**config.mk**
```make
export PLATFORM = sky130hd
export DESIGN_NAME = battery_gauge_sampler
export DESIGN_NICKNAME = d
export VERILOG_FILES = /design/src/sv/bgs_pkg.sv /design/src/sv/bgs_band_map.sv /design/src/sv/bgs_core.sv /design/src/sv/battery_gauge_sampler.sv
export SDC_FILE = /design/constraint.sdc
export NUM_CORES = 1
export LEC_CHECK = 0
export BUFFER_PORTS_ARGS = -buffer_cell sky130_fd_sc_hd__buf_2
export CORE_MARGIN = 2
export CORE_UTILIZATION = 50
export CTS_BUF_LIST = sky130_fd_sc_hd__clkbuf_16
export CTS_CLUSTER_SIZE = 28
export DETAILED_ROUTE_END_ITERATION = 16
export HOLD_SLACK_MARGIN = 0.05
export PLACE_DENSITY_LB_ADDON = 0.05
export SYNTH_ARGS = -nofsm -noshare
export SYNTH_HDL_FRONTEND = slang
export SYNTH_SLANG_ARGS = --single-unit
```
**constraint.sdc**
```tcl
create_clock -name clk_i -period 3.65 [get_ports clk_i]
set_input_delay 0.365 -clock clk_i [delete_from_list [all_inputs] [get_ports clk_i]]
set_output_delay 0.365 -clock clk_i [all_outputs]
set_load 0.005 [all_outputs]
```
**src/sv/bgs_pkg.sv**
```systemverilog
// Shared types, constants, band tables and threshold helper for the battery gauge sampler.
// No dependencies; used by bgs_band_map, bgs_core and battery_gauge_sampler.
package bgs_pkg;

  localparam int unsigned AdcW      = 12;
  localparam int unsigned PctW      = 7;
  localparam int unsigned LvlW      = 3;
  localparam int unsigned TickW     = 16;
  localparam int unsigned SumW      = 16;
  localparam int unsigned PeriodW   = 16;
  localparam int unsigned InTdataW  = 16;
  localparam int unsigned OutTdataW = 16;
  localparam int unsigned ThrW      = 17;  // holds AvgCount * code of the top voltage
  localparam int unsigned NumBands  = 9;

  localparam int unsigned AvgCountDefault = 10;

  // Millivolt conversion: mv = (MvScale * s) / AdcSpan
  localparam int unsigned MvScale = 3600;
  localparam int unsigned AdcSpan = 4096;

  localparam logic [TickW-1:0] ChgPause = TickW'(500);
  localparam logic [TickW-1:0] ChgRead  = TickW'(1000);
  localparam logic [TickW-1:0] ChgWrap  = TickW'(12000);

  localparam int unsigned TopMv   = 2050;
  localparam int unsigned EmptyMv = 1700;

  localparam logic [PctW-1:0] FullPct = PctW'(100);
  localparam logic [LvlW-1:0] FullLvl = LvlW'(4);

  localparam logic [PeriodW-1:0] SamplePeriodReset = PeriodW'(500);

  // Configuration register indexes
  typedef enum logic [0:0] {
    RegSamplePeriod = 1'b0,
    RegUnused       = 1'b1
  } reg_idx_e;

  typedef enum logic [0:0] {
    CmdTick    = 1'b0,
    CmdInitial = 1'b1
  } cmd_e;

  typedef struct packed {
    logic [AdcW-1:0] lo_mv;
    logic [AdcW-1:0] hi_mv;
    logic [PctW-1:0] pct;
    logic [LvlW-1:0] lvl;
  } band_t;

  localparam band_t ContigBands [NumBands] = '{
    '{lo_mv: 12'd2015, hi_mv: 12'd2049, pct: 7'd90, lvl: 3'd4},
    '{lo_mv: 12'd1980, hi_mv: 12'd2014, pct: 7'd80, lvl: 3'd3},
    '{lo_mv: 12'd1945, hi_mv: 12'd1979, pct: 7'd70, lvl: 3'd3},
    '{lo_mv: 12'd1910, hi_mv: 12'd1944, pct: 7'd60, lvl: 3'd3},
    '{lo_mv: 12'd1875, hi_mv: 12'd1909, pct: 7'd50, lvl: 3'd2},
    '{lo_mv: 12'd1840, hi_mv: 12'd1874, pct: 7'd40, lvl: 3'd2},
    '{lo_mv: 12'd1805, hi_mv: 12'd1839, pct: 7'd30, lvl: 3'd1},
    '{lo_mv: 12'd1770, hi_mv: 12'd1804, pct: 7'd20, lvl: 3'd1},
    '{lo_mv: 12'd1735, hi_mv: 12'd1769, pct: 7'd10, lvl: 3'd0}
  };

  localparam band_t GapBands [NumBands] = '{
    '{lo_mv: 12'd2008, hi_mv: 12'd2022, pct: 7'd90, lvl: 3'd4},
    '{lo_mv: 12'd1973, hi_mv: 12'd1987, pct: 7'd80, lvl: 3'd4},
    '{lo_mv: 12'd1938, hi_mv: 12'd1952, pct: 7'd70, lvl: 3'd3},
    '{lo_mv: 12'd1903, hi_mv: 12'd1917, pct: 7'd60, lvl: 3'd3},
    '{lo_mv: 12'd1868, hi_mv: 12'd1882, pct: 7'd50, lvl: 3'd2},
    '{lo_mv: 12'd1833, hi_mv: 12'd1847, pct: 7'd40, lvl: 3'd2},
    '{lo_mv: 12'd1798, hi_mv: 12'd1812, pct: 7'd30, lvl: 3'd1},
    '{lo_mv: 12'd1763, hi_mv: 12'd1777, pct: 7'd20, lvl: 3'd1},
    '{lo_mv: 12'd1728, hi_mv: 12'd1742, pct: 7'd10, lvl: 3'd0}
  };

  // Smallest converter code whose truncated millivolt value reaches mv.
  function automatic int unsigned mv_code(input int unsigned mv);
    return (mv * AdcSpan + MvScale - 1) / MvScale;
  endfunction

  typedef struct packed {
    logic [AdcW-1:0] adc_sample;
    logic            charging;
    cmd_e            command;
  } in_item_t;

  typedef struct packed {
    logic            updated;
    logic            charge_inhibit;
    logic [LvlW-1:0] bar_level;
    logic [PctW-1:0] percent;
  } out_item_t;

  typedef struct packed {
    logic            hit;
    logic [PctW-1:0] percent;
    logic [LvlW-1:0] level;
  } map_res_t;

endpackage

```
**src/sv/bgs_band_map.sv**
```systemverilog
// Band lookup: compares a scaled converter value against constant code thresholds.
// Depends on bgs_pkg (band tables, mv_code, map_res_t).
module bgs_band_map #(
  parameter int unsigned Scale = 1,
  parameter bit          Gaps  = 1'b0
) (
  input  logic [bgs_pkg::SumW-1:0] value_i,
  output bgs_pkg::map_res_t        res_o
);

  localparam int unsigned ThrW = bgs_pkg::ThrW;
  localparam int unsigned NB   = bgs_pkg::NumBands;

  // Full and empty limits in code domain, times Scale for a summed value
  localparam logic [ThrW-1:0] TopThr   = ThrW'(Scale * bgs_pkg::mv_code(bgs_pkg::TopMv));
  localparam logic [ThrW-1:0] EmptyThr =
    ThrW'(Scale * bgs_pkg::mv_code(Gaps ? bgs_pkg::EmptyMv + 1 : bgs_pkg::EmptyMv));

  logic [ThrW-1:0] value_ext;
  logic [NB-1:0]   hit;
  logic [bgs_pkg::PctW-1:0] pct_m [NB];
  logic [bgs_pkg::LvlW-1:0] lvl_m [NB];

  assign value_ext = ThrW'(value_i);

  for (genvar i = 0; i < NB; i++) begin : g_band
    localparam bgs_pkg::band_t Band = Gaps ? bgs_pkg::GapBands[i] : bgs_pkg::ContigBands[i];
    localparam logic [ThrW-1:0] LoThr =
      ThrW'(Scale * bgs_pkg::mv_code(int'(unsigned'(Band.lo_mv))));
    localparam logic [ThrW-1:0] HiThr =
      ThrW'(Scale * bgs_pkg::mv_code(int'(unsigned'(Band.hi_mv)) + 1));
    assign hit[i]   = (value_ext >= LoThr) && (value_ext < HiThr);
    assign pct_m[i] = hit[i] ? Band.pct : '0;
    assign lvl_m[i] = hit[i] ? Band.lvl : '0;
  end

  always_comb begin
    logic [bgs_pkg::PctW-1:0] pct_or;
    logic [bgs_pkg::LvlW-1:0] lvl_or;
    pct_or = '0;
    lvl_or = '0;
    // bands are disjoint, so at most one term is non-zero
    for (int i = 0; i < NB; i++) begin
      pct_or = pct_or | pct_m[i];
      lvl_or = lvl_or | lvl_m[i];
    end
    priority if (value_ext >= TopThr) begin
      res_o = '{hit: 1'b1, percent: bgs_pkg::FullPct, level: bgs_pkg::FullLvl};
    end else if (value_ext < EmptyThr) begin
      res_o = '{hit: 1'b1, percent: '0, level: '0};
    end else begin
      res_o = '{hit: |hit, percent: pct_or, level: lvl_or};
    end
  end

endmodule

```
**src/sv/bgs_core.sv**
```systemverilog
// Tick scheduler and held gauge state; produces one result per item it is handed.
// Depends on bgs_pkg and bgs_band_map.
module bgs_core #(
  parameter int unsigned AvgCount = bgs_pkg::AvgCountDefault
) (
  input  logic                        clk_i,
  input  logic                        rst_ni,
  input  logic                        fire_i,
  input  bgs_pkg::in_item_t           item_i,
  input  logic [bgs_pkg::PeriodW-1:0] period_i,
  output bgs_pkg::out_item_t          result_o
);

  localparam int unsigned IdxW = (AvgCount > 1) ? $clog2(AvgCount) : 1;
  localparam int unsigned TickW = bgs_pkg::TickW;
  localparam int unsigned SumW  = bgs_pkg::SumW;

  logic [TickW-1:0]         tick_q, tick_d, tick_inc;
  logic                     inhibit_q, inhibit_d;
  logic [IdxW-1:0]          idx_q, idx_d;
  logic [IdxW:0]            idx_next;
  logic [SumW-1:0]          sum_q, sum_d, sum_add;
  logic [bgs_pkg::PctW-1:0] pct_q, pct_d;
  logic [bgs_pkg::LvlW-1:0] lvl_q, lvl_d;
  logic [SumW-1:0]          sample_ext;

  bgs_pkg::map_res_t contig_res, tick_res, avg_res;

  assign sample_ext = SumW'(item_i.adc_sample);
  assign tick_inc   = tick_q + TickW'(1);
  assign sum_add    = sum_q + sample_ext;
  assign idx_next   = (IdxW + 1)'(idx_q) + (IdxW + 1)'(1);

  bgs_band_map #(.Scale(1), .Gaps(1'b0)) u_map_contig (
    .value_i(sample_ext),
    .res_o  (contig_res)
  );

  bgs_band_map #(.Scale(1), .Gaps(1'b1)) u_map_tick (
    .value_i(sample_ext),
    .res_o  (tick_res)
  );

  // Average compared in the sum domain: thresholds carry the AvgCount factor
  bgs_band_map #(.Scale(AvgCount), .Gaps(1'b1)) u_map_avg (
    .value_i(sum_add),
    .res_o  (avg_res)
  );

  always_comb begin
    bgs_pkg::map_res_t sel;
    logic              upd;
    tick_d    = tick_q;
    inhibit_d = inhibit_q;
    idx_d     = idx_q;
    sum_d     = sum_q;
    sel       = '0;
    upd       = 1'b0;
    unique case (item_i.command)
      bgs_pkg::CmdInitial: begin
        sel = contig_res;
        upd = 1'b1;
      end
      bgs_pkg::CmdTick: begin
        tick_d = tick_inc;
        if (item_i.charging) begin
          if (tick_inc == bgs_pkg::ChgPause) inhibit_d = 1'b1;
          if (tick_inc == bgs_pkg::ChgRead) begin
            sel       = tick_res;
            upd       = 1'b1;
            inhibit_d = 1'b0;
          end
          if (tick_inc >= bgs_pkg::ChgWrap) begin
            tick_d    = '0;
            inhibit_d = 1'b0;
          end
        end else if (tick_inc >= period_i) begin
          tick_d = '0;
          if (idx_next >= (IdxW + 1)'(AvgCount)) begin
            sel   = avg_res;
            upd   = 1'b1;
            idx_d = '0;
            sum_d = '0;
          end else begin
            idx_d = idx_next[IdxW-1:0];
            sum_d = sum_add;
          end
        end
      end
      default: ;
    endcase
    pct_d = sel.hit ? sel.percent : pct_q;
    lvl_d = sel.hit ? sel.level   : lvl_q;
    result_o = '{updated: upd, charge_inhibit: inhibit_d, bar_level: lvl_d, percent: pct_d};
  end

  always_ff @(posedge clk_i or negedge rst_ni) begin
    if (!rst_ni) begin
      tick_q    <= '0;
      inhibit_q <= 1'b0;
      idx_q     <= '0;
      sum_q     <= '0;
      pct_q     <= '0;
      lvl_q     <= '0;
    end else if (fire_i) begin
      tick_q    <= tick_d;
      inhibit_q <= inhibit_d;
      idx_q     <= idx_d;
      sum_q     <= sum_d;
      pct_q     <= pct_d;
      lvl_q     <= lvl_d;
    end
  end

endmodule

```
**src/sv/battery_gauge_sampler.sv**
```systemverilog
// Battery gauge sampler top level: stream ports, input and result registers, APB register.
// Depends on bgs_pkg and bgs_core (which uses bgs_band_map).
// An accepted item waits in the input register and its result in the result register.
// Throughput: one item per cycle; the input side stalls only while a result waits downstream.
// Reset: asynchronous, active low; clears the tick, sample and held gauge state and
//   sets sample_period to 500.
module battery_gauge_sampler #(
  parameter int unsigned AvgCount = bgs_pkg::AvgCountDefault
) (
  input  logic                          clk_i,
  input  logic                          rst_ni,
  // input items
  input  logic                          s_axis_tvalid_i,
  output logic                          s_axis_tready_o,
  // [0] charging, [12:1] adc_sample, [15:13] zero
  input  logic [bgs_pkg::InTdataW-1:0]  s_axis_tdata_i,
  // [0] command
  input  logic                          s_axis_tuser_i,
  // result items
  output logic                          m_axis_tvalid_o,
  input  logic                          m_axis_tready_i,
  // [6:0] percent, [9:7] bar_level, [10] charge_inhibit, [15:11] zero
  output logic [bgs_pkg::OutTdataW-1:0] m_axis_tdata_o,
  // [0] updated
  output logic                          m_axis_tuser_o,
  // configuration
  input  logic                          psel,
  input  logic                          penable,
  input  logic                          pwrite,
  input  logic [2:0]                    paddr,
  input  logic [31:0]                   pwdata,
  output logic [31:0]                   prdata,
  output logic                          pready
);

  localparam int unsigned PeriodW = bgs_pkg::PeriodW;

  // ---------------------------------------------------------------------------
  // Configuration register
  // ---------------------------------------------------------------------------
  logic [PeriodW-1:0]  period_q;
  bgs_pkg::reg_idx_e   reg_idx;
  logic                cfg_wr;

  assign pready  = 1'b1;
  assign reg_idx = bgs_pkg::reg_idx_e'(paddr[2]);
  assign cfg_wr  = psel && penable && pwrite && pready;

  always_ff @(posedge clk_i or negedge rst_ni) begin
    if (!rst_ni) begin
      period_q <= bgs_pkg::SamplePeriodReset;
    end else if (cfg_wr && (reg_idx == bgs_pkg::RegSamplePeriod)) begin
      period_q <= pwdata[PeriodW-1:0];
    end
  end

  always_comb begin
    unique case (reg_idx)
      bgs_pkg::RegSamplePeriod: prdata = 32'(period_q);
      default:                  prdata = '0;
    endcase
  end

  // ---------------------------------------------------------------------------
  // Input register: take a new item when empty or whenever the held one moves on
  // ---------------------------------------------------------------------------
  bgs_pkg::in_item_t  in_q;
  logic               in_valid_q, in_valid_d;
  logic               s_fire, advance, m_fire;

  bgs_pkg::out_item_t out_q, result;
  logic               out_valid_q, out_valid_d;

  // advance: the held item is worked and its result lands in the result register
  assign advance         = in_valid_q && (!out_valid_q || m_axis_tready_i);
  assign s_axis_tready_o = !in_valid_q || advance;
  assign s_fire          = s_axis_tvalid_i && s_axis_tready_o;
  assign m_fire          = out_valid_q && m_axis_tready_i;

  always_comb begin
    in_valid_d = in_valid_q;
    if (s_fire) begin
      in_valid_d = 1'b1;
    end else if (advance) begin
      in_valid_d = 1'b0;
    end
  end

  always_ff @(posedge clk_i or negedge rst_ni) begin
    if (!rst_ni) begin
      in_valid_q <= 1'b0;
    end else begin
      in_valid_q <= in_valid_d;
    end
  end

  // payload: no reset needed
  always_ff @(posedge clk_i) begin
    if (s_fire) begin
      in_q.command    <= bgs_pkg::cmd_e'(s_axis_tuser_i);
      in_q.charging   <= s_axis_tdata_i[0];
      in_q.adc_sample <= s_axis_tdata_i[bgs_pkg::AdcW:1];
    end
  end

  // ---------------------------------------------------------------------------
  // Scheduler and band mapping; state advances with the held item
  // ---------------------------------------------------------------------------
  bgs_core #(.AvgCount(AvgCount)) u_core (
    .clk_i   (clk_i),
    .rst_ni  (rst_ni),
    .fire_i  (advance),
    .item_i  (in_q),
    .period_i(period_q),
    .result_o(result)
  );

  // ---------------------------------------------------------------------------
  // Result register: hold the result until the sink takes it
  // ---------------------------------------------------------------------------
  always_comb begin
    out_valid_d = out_valid_q;
    if (advance) begin
      out_valid_d = 1'b1;
    end else if (m_fire) begin
      out_valid_d = 1'b0;
    end
  end

  always_ff @(posedge clk_i or negedge rst_ni) begin
    if (!rst_ni) begin
      out_valid_q <= 1'b0;
    end else begin
      out_valid_q <= out_valid_d;
    end
  end

  always_ff @(posedge clk_i) begin
    if (advance) begin
      out_q <= result;
    end
  end

  assign m_axis_tvalid_o = out_valid_q;
  assign m_axis_tdata_o  = bgs_pkg::OutTdataW'({out_q.charge_inhibit, out_q.bar_level,
                                                out_q.percent});
  assign m_axis_tuser_o  = out_q.updated;

endmodule

```
==> results of run 1 <==
[final cells by class]
type	instances	area share, %
clock buffer	10	2.68
clock inverter	6	0.684
inverter	41	1.65
multi-input combinational	648	49.8
sequential	91	25.9
tap	180	2.41
timing repair buffer	221	16.9
[synthesized netlist by cell type, types with 4 or more instances]
| master | count | area [sq um] |
|---|---|---|
| nand2_1 | 100 | 375 |
| o21a_1 | 6 | 45.0 |
| a2111o_1 | 4 | 45.0 |
| a21o_1 | 15 | 113 |
| nor2b_1 | 10 | 62.6 |
| buf_4 | 24 | 180 |
| o21ai_0 | 44 | 220 |
| o21ai_1 | 4 | 20.0 |
| inv_1 | 41 | 154 |
| nand2b_1 | 7 | 43.8 |
| edfxtp_1 | 26 | 781 |
| or2_2 | 5 | 31.3 |
| or3_1 | 6 | 37.5 |
| xnor2_1 | 14 | 123 |
| dfstp_2 | 6 | 158 |
| and2_1 | 11 | 68.8 |
| o41ai_1 | 5 | 43.8 |
| buf_2 | 8 | 40.0 |
| mux2_4 | 9 | 135 |
| dfrtp_1 | 59 | 1480 |
| o22ai_1 | 4 | 25.0 |
| o211ai_1 | 11 | 82.6 |
| a31oi_1 | 16 | 100 |
| o21ai_2 | 4 | 35.0 |
| clkbuf_1 | 29 | 109 |
| nor2_1 | 65 | 244 |
| xor2_1 | 13 | 114 |
| o31ai_1 | 17 | 128 |
| nor4_1 | 6 | 37.5 |
| nand3_1 | 31 | 155 |
| nand4_1 | 16 | 100 |
| a31o_2 | 4 | 35.0 |
| nor3_1 | 14 | 70.1 |
| and3_1 | 11 | 68.8 |
| o221ai_1 | 4 | 35.0 |
| ha_1 | 31 | 388 |
| mux2_2 | 18 | 203 |
| a21oi_1 | 42 | 210 |
[cell families after synthesis]
family | Yosys count | synth area share (%)
AO/OA/AOI/OAI | 225 | 22.5
other | 2 | 0.105
XOR/XNOR | 30 | 4.01
multiplexers | 29 | 5.03
adder cells (fa/ha/maj) | 32 | 5.73
AND/OR/NAND/NOR | 309 | 21.6
buffers and inverters | 105 | 7.15
flip-flops | 91 | 33.9
[stage by stage]
| stage | hold slack [ns] | instance area (sq um) | instances | worst slack, ns | util [%] |
|---|---|---|---|---|---|
| finish | 0.187 | 9330 | 1197 | -0.249 | 67.2 |
| global route | 0.178 | 9330 | 1197 | -0.401 | 67.2 |
| CTS | 0.181 | 8970 | 1183 | -0.239 | 64.6 |
| detailed placement | 0.242 | 8430 | 1155 | -0.271 | 60.8 |
| global placement | 0.245 | 8430 | 1155 | -0.243 | 60.8 |
| floorplan | 0.0694 | 7240 | 843 | -0.0743 | - |
[flip-flops by register name, indices dropped and copies added (netlist names)]
register / flops
in_valid_q: 1
u_core.pct_q: 7
u_core.lvl_q: 3
u_core.inhibit_q: 1
m_axis_tdata_o: 11
in_q: 14
period_q: 16
u_core.idx_q: 4
m_axis_tvalid_o: 1
u_core.sum_q: 16
m_axis_tuser_o: 1
u_core.tick_q: 16
[routing by layer]
layer	global-route usage, %	vias up
met3	3.27	33
met5	0	-
met1	40.3	3392
li1	-	3360
met2	41.2	288
met4	10.1	0
[path summary, 6_finish.rpt]
kind | cells after the start | start | end
min in group asynchronous | 2 | rst_ni | u_core.tick_q[5]
hold / removal | 1 | s_axis_tdata_i[3] | in_q[4]
setup reg to reg | 15 | in_q[2] | u_core.lvl_q[2]
hold reg to reg | 2 | u_core.sum_q[9] | u_core.sum_q[9]
max in group asynchronous | 3 | rst_ni | period_q[4]
setup / recovery | 15 | in_q[2] | u_core.lvl_q[2]
[power by group through the flow]
| stage | clock, mW | combinational [mW] | sequential, mW |
|---|---|---|---|
| after detailed placement | 0 | 3.65 | 1.41 |
| after floorplan | 0 | 2.19 | 1.38 |
| final | 0.990 | 4.31 | 1.40 |
| after global placement | 0 | 3.59 | 1.40 |
| after CTS | 0.999 | 3.96 | 1.39 |
| after global routing | 1.04 | 4.67 | 1.43 |
[timing repair]
action                     in CTS  in global routing
pin swaps                       6                 25
hold buffers                    1                  0
gates resized for setup        21                 42
setup endpoints to repair      28                 48
cloned                          2                  2
hold endpoints to repair        5                  0
setup buffers                   9                 12
==> out/results.txt, run 1 <==
Post-Syn Area = 7120 sq um
Worst Path Arrival = 4.14 ns
Normalized max-slew margin = 35.2%
Die Y = 123 um
FP Rows = 43
Netlist cell types = 87
Combinational power share = 64.3%
Global-route wire length before repair = 32500 um
Synth Warn # = 0
Mapped Avg Cell Area = 8.65 sq um
CP max-delay cell = a2111o_1
Crit. End Element = flip-flop
# port buffers = 67
Number of clock sinks = 91
Root Buffer = clkbuf_16
TritonCTS buffer count = 9
Clock network fraction of design power = 14.8%
Post-DP HPWL = 15500 um
Largest net degree at the start of global routing = 40
Power per cell area = 718 nW/um^2
Overall power = 6.70 mW
Slew Limit Fails = 0
Drt pass-1 iters = 5
Die area = 15200 sq um
Gp weighted congestion = 0.928
Share of layout cells above drive strength 1 = 34.3%
Critical path required time = 3.89 ns
Status = complete, but fails checks
Sequential Area = 2410 sq um
DRT iter0 DRCs = 616
Tightest Pin Transition = 0.969 ns
Fill cells = 1124
Flop pwr share = 20.9%
Net Sw Frac = 41.9%
Clock slew at reported path FFs = 0.07 ns
Final setup viols = 20
Routed length on met3 = 1240 um
Initial antenna violation count = 0
Failing checks = setup timing
Final Worst Setup Slack = -0.249 ns
Post-Synthesis Cells = 823
Max Clock Skew = 0.00746 ns
Switching power = 2.81 mW
Post-route antenna net violation count = 0
Final period utilization = 107%
Metal2 WL = 9520 um
DR WL/cell = 17.5 um
Via count = 7073
Syn-to-layout area delta = 31.0%
DRC viols = 0
Commonest non-fill, non-tap cells in the layout = buf_4 (145), nand2_1 (99), buf_2 (67), nor2_1 (61), dfrtp_1 (59)
R2r setup slk = -0.25 ns
Die width = 123 um
Worst VDD drop = 0.548 mV
GRT Resource Usage Total = 27.4%
CTS H-tree depth = 3
Ys async rst share = 71.4%
Worst Setup Start Kind = flip-flop
Max incr delay on CP = 0.45 ns
Most common cell after layout, fill and taps aside = buf_4
Critical Path, Cell by Cell = ha_4 > fa_2 > a21o_1 > a2111o_1 > a31o_4 > xnor2_4 > buf_6 > nand3_4 > nor3b_4 > o21ai_2 > nand4_1 > o31a_1 > o211a_4 > clkbuf_16 > mux2_4
WS Path Type = reg2reg
EDFF count, synth = 26
TritonCTS clock tree = yes
Register area share after synthesis = 33.9%
Net count, final = 1103
P_int = 3.89 mW
Bufs and invs on worst path = 2
Hold Path Class = in2reg
Period minus WS final = 3.90 ns
Vias per Instance = 5.91
Register bit total from synthesis = 91
Ant diodes = 0
Met1 wire length = 9770 um
Top Ports = 111
Initial Utilization = 51.3%
Bufs on Longest Clock Path = 2
Top FF cell, synth = dfrtp_1
Grt ovf = 0
Multi-input gate area = 4650 sq um
Vias in the first global route = 6496
Max-Cap Viols = 0
Setup repair after global routing missed its margin = yes
FMAX = 256 MHz
Fin. Hold Viols = 0
Total Wirelength = 21000 um
CORE AREA = 13900 sq um
Top sig layer = met4
Crit-path max FO = 5
Worst-Skew Late Latency = 0.36 ns
Setup TNS Final = -3.58 ns
LEAKAGE = 4.33 nW
Crit path max-delay family = compound AO/OA/AOI/OAI gates
(Power assumes the default switching activity.)
==> run 2, diff against run 1 <==
- clock period: 3.65 -> 5.1 ns (I/O delays scaled with it)
==> run 2 against run 1 <==
  * Combinational power fell by 55%
  * Register-to-register slack improved by 0.61 ns
  * Clock skew is 0.0021 ns higher
  * Maximum frequency fell by 18%
  * Die area stayed put
  * The flow now finishes without violations
  * Largest cell class unchanged
  * Highest routed layer unchanged
  * Total power shrank 45%
  * Design area shrank 16%
  * Clock power shrank 32%
  * Sequential share of layout area increased by 5.1 points
  * Via count is 11% lower
  * Cell count shrank 12%
  * Worst setup slack better by 0.61 ns
==> out/results.txt, run 2 (synthesized netlist as in run 1, its figures left out) <==
Status = finished clean
DRT iter0 DRCs = 543 (-12%)
Hold_sp = s_axis_tdata_i[0]
Number of clock sinks = 91 (unchanged)
DRC viols = 0 (unchanged)
Hold_buf cts = 0 (-1)
Total Wirelength = 18300 um (-13%)
Max Clock Skew = 0.00958 ns (+0.00212 ns)
Die width = 123 um (unchanged)
Clock slew at reported path FFs = 0.07 ns (about the same)
WS Path Type = reg2reg
CP max-delay cell = a2111oi_0
Share of layout cells above drive strength 1 = 18.6% (-16 points)
TritonCTS clock tree = yes
R2r setup slk = 0.36 ns (+0.61 ns)
Max-Cap Viols = 0 (unchanged)
LEAKAGE = 3.50 nW (-19%)
Power per cell area = 469 nW/um^2 (-35%)
Worst Setup Start Kind = flip-flop
Die Y = 123 um (unchanged)
WHS Path Cells = 1 (unchanged)
Setup TNS Final = 0 ns (+3.58 ns)
Worst VDD drop = 0.333 mV (-39%)
Fin. Hold Viols = 0 (unchanged)
Vias in the first global route = 5788 (-11%)
Hold Path Class = in2reg
FMAX = 211 MHz (-18%)
Slew Limit Fails = 0 (unchanged)
Global-route wire length before repair = 29700 um (-8.6%)
# port buffers = 67 (unchanged)
Non-Filler Instances = 1055 (-12%)
Final setup viols = 0 (-100%)
FP Rows = 43 (unchanged)
Vias per Instance = 5.96 (+0.87%)
PostCTS Resize Cnt = 0 (-100%)
Commonest non-fill, non-tap cells in the layout = nand2_1 (100), buf_2 (67), nor2_1 (65), dfrtp_1 (59), o21ai_0 (44)
Worst Path Arrival = 4.98 ns (+0.84 ns)
Worst reg2reg endpoint = u_core.pct_q[3]
Post-CTS Setup Inserts = 0 (-9)
Syn-to-layout area delta = 9.45%
Net count, final = 961 (-13%)
Initial antenna violation count = 0 (unchanged)
Crit-path max FO = 11 (+6)
Placed cell count = 1039 (-10%)
Top Ports = 111 (unchanged)
Hold EP = in_q[1]
Largest net degree at the start of global routing = 66 (+65%)
Normalized max-slew margin = 39.5% (+4.4 points)
Period minus WS final = 4.74 ns (+0.844 ns)
Final period utilization = 93.0% (-14 points)
Gp weighted congestion = 0.920 (-0.82%)
Critical Path, Cell by Cell = ha_1 > fa_1 > a21o_1 > a2111o_1 > a31o_2 > xnor2_2 > a2111oi_0 > a2bb2o_4 > o21ai_2 > nand2_1 > o31a_1 > o211a_1 > mux2_4
DR WL/cell = 17.3 um (-1.0%)
Bufs on Longest Clock Path = 2 (unchanged)
Largest registers = period_q: 16 flops, u_core.sum_q: 16 flops, u_core.tick_q: 16 flops
Final instance area = 7790 sq um (-16%)
Worst-Skew Late Latency = 0.35 ns (about the same)
Die area = 15200 sq um (unchanged)
Setup repair after global routing missed its margin = no
Root Buffer = clkbuf_16
Most common cell after layout, fill and taps aside = nand2_1
Via count = 6288 (-11%)
Drt pass-1 iters = 5 (unchanged)
Grt ovf = 0 (unchanged)
Crit. End Element = flip-flop
Max incr delay on CP = 0.75 ns (+0.30 ns)
Post-DP HPWL = 13900 um (-11%)
Critical path required time = 5.34 ns (+1.45 ns)
Post-route antenna net violation count = 0 (unchanged)
GRT Resource Usage Total = 25.1% (-2.3 points)
CTS H-tree depth = 3 (unchanged)
Fill cells = 1307 (+16%)
R2R depth = 13 (-2)
Worst flop-to-flop path startpoint = in_q[2]
Ant diodes = 0 (unchanged)
Tightest Pin Transition = 0.907 ns (-0.0618 ns)
TritonCTS buffer count = 9 (unchanged)
Placed Instance Area = 7500 sq um (-11%)
CORE AREA = 13900 sq um (unchanged)
Initial Utilization = 51.3% (unchanged)
-- run 2: metal layers --
metal | track usage (%) | share of wire [%] | up-vias
met5 | 0 | 0 | -
met4 | 7.88 | 1.6 | 0
met3 | 3.04 | 4.3 | 18
met1 | 36.9 | 49 | 3013
li1 | - | - | 3078
met2 | 38.5 | 45 | 179
-- run 2: per-stage QoR --
| stage | hold slack [ns] | util (%) | setup slack [ns] | power [mW] |
|---|---|---|---|---|
| global route | 0.314 | 56.1 | 0.142 | 3.95 |
| floorplan | 0.214 | - | 1.20 | 2.52 |
| CTS | 0.316 | 56.1 | 0.413 | 3.65 |
| global placement | 0.464 | 54.0 | 0.556 | 2.90 |
| detailed placement | 0.473 | 54.0 | 0.430 | 2.96 |
| finish | 0.326 | 56.1 | 0.356 | 3.66 |
-- run 2: layout make-up --
cell class                 instances  area [sq um]  area share (%)
timing repair buffer              80           433            5.55
multi-input combinational        647          4270            54.8
tap                              180           225            2.89
sequential                        91          2410            31.0
clock inverter                     6          45.0           0.578
clock buffer                      10           250            3.21
inverter                          41           154            1.97
-- run 2: worst max-delay path by stage --
stage | startpoint | end | cells after the start
2_1_floorplan | in_q[2] | u_core.lvl_q[0] | 14
3_3_place_gp | in_q[2] | u_core.lvl_q[0] | 13
3_5_place_dp | in_q[2] | u_core.pct_q[3] | 13
4_1_cts | in_q[2] | u_core.pct_q[3] | 13
5_1_grt | in_q[2] | u_core.lvl_q[1] | 13
6_report | in_q[2] | u_core.pct_q[3] | 13
-- run 2: critical path: cells and delay by family (launching register included) --
family	cells	cell delay (ns)
flip-flops	1	0.48
AND/OR/NAND/NOR	1	0.09
adder cells (fa/ha/maj)	2	0.73
XOR/XNOR	1	0.27
AO/OA/AOI/OAI	8	2.71
multiplexers	1	0.35
-- run 2: where the power goes --
group / switching (mW) / internal, mW / total, mW
clock: 0.310 / 0.364 / 0.674
sequential: 0.119 / 0.900 / 1.02
combinational: 1.23 / 0.737 / 1.96
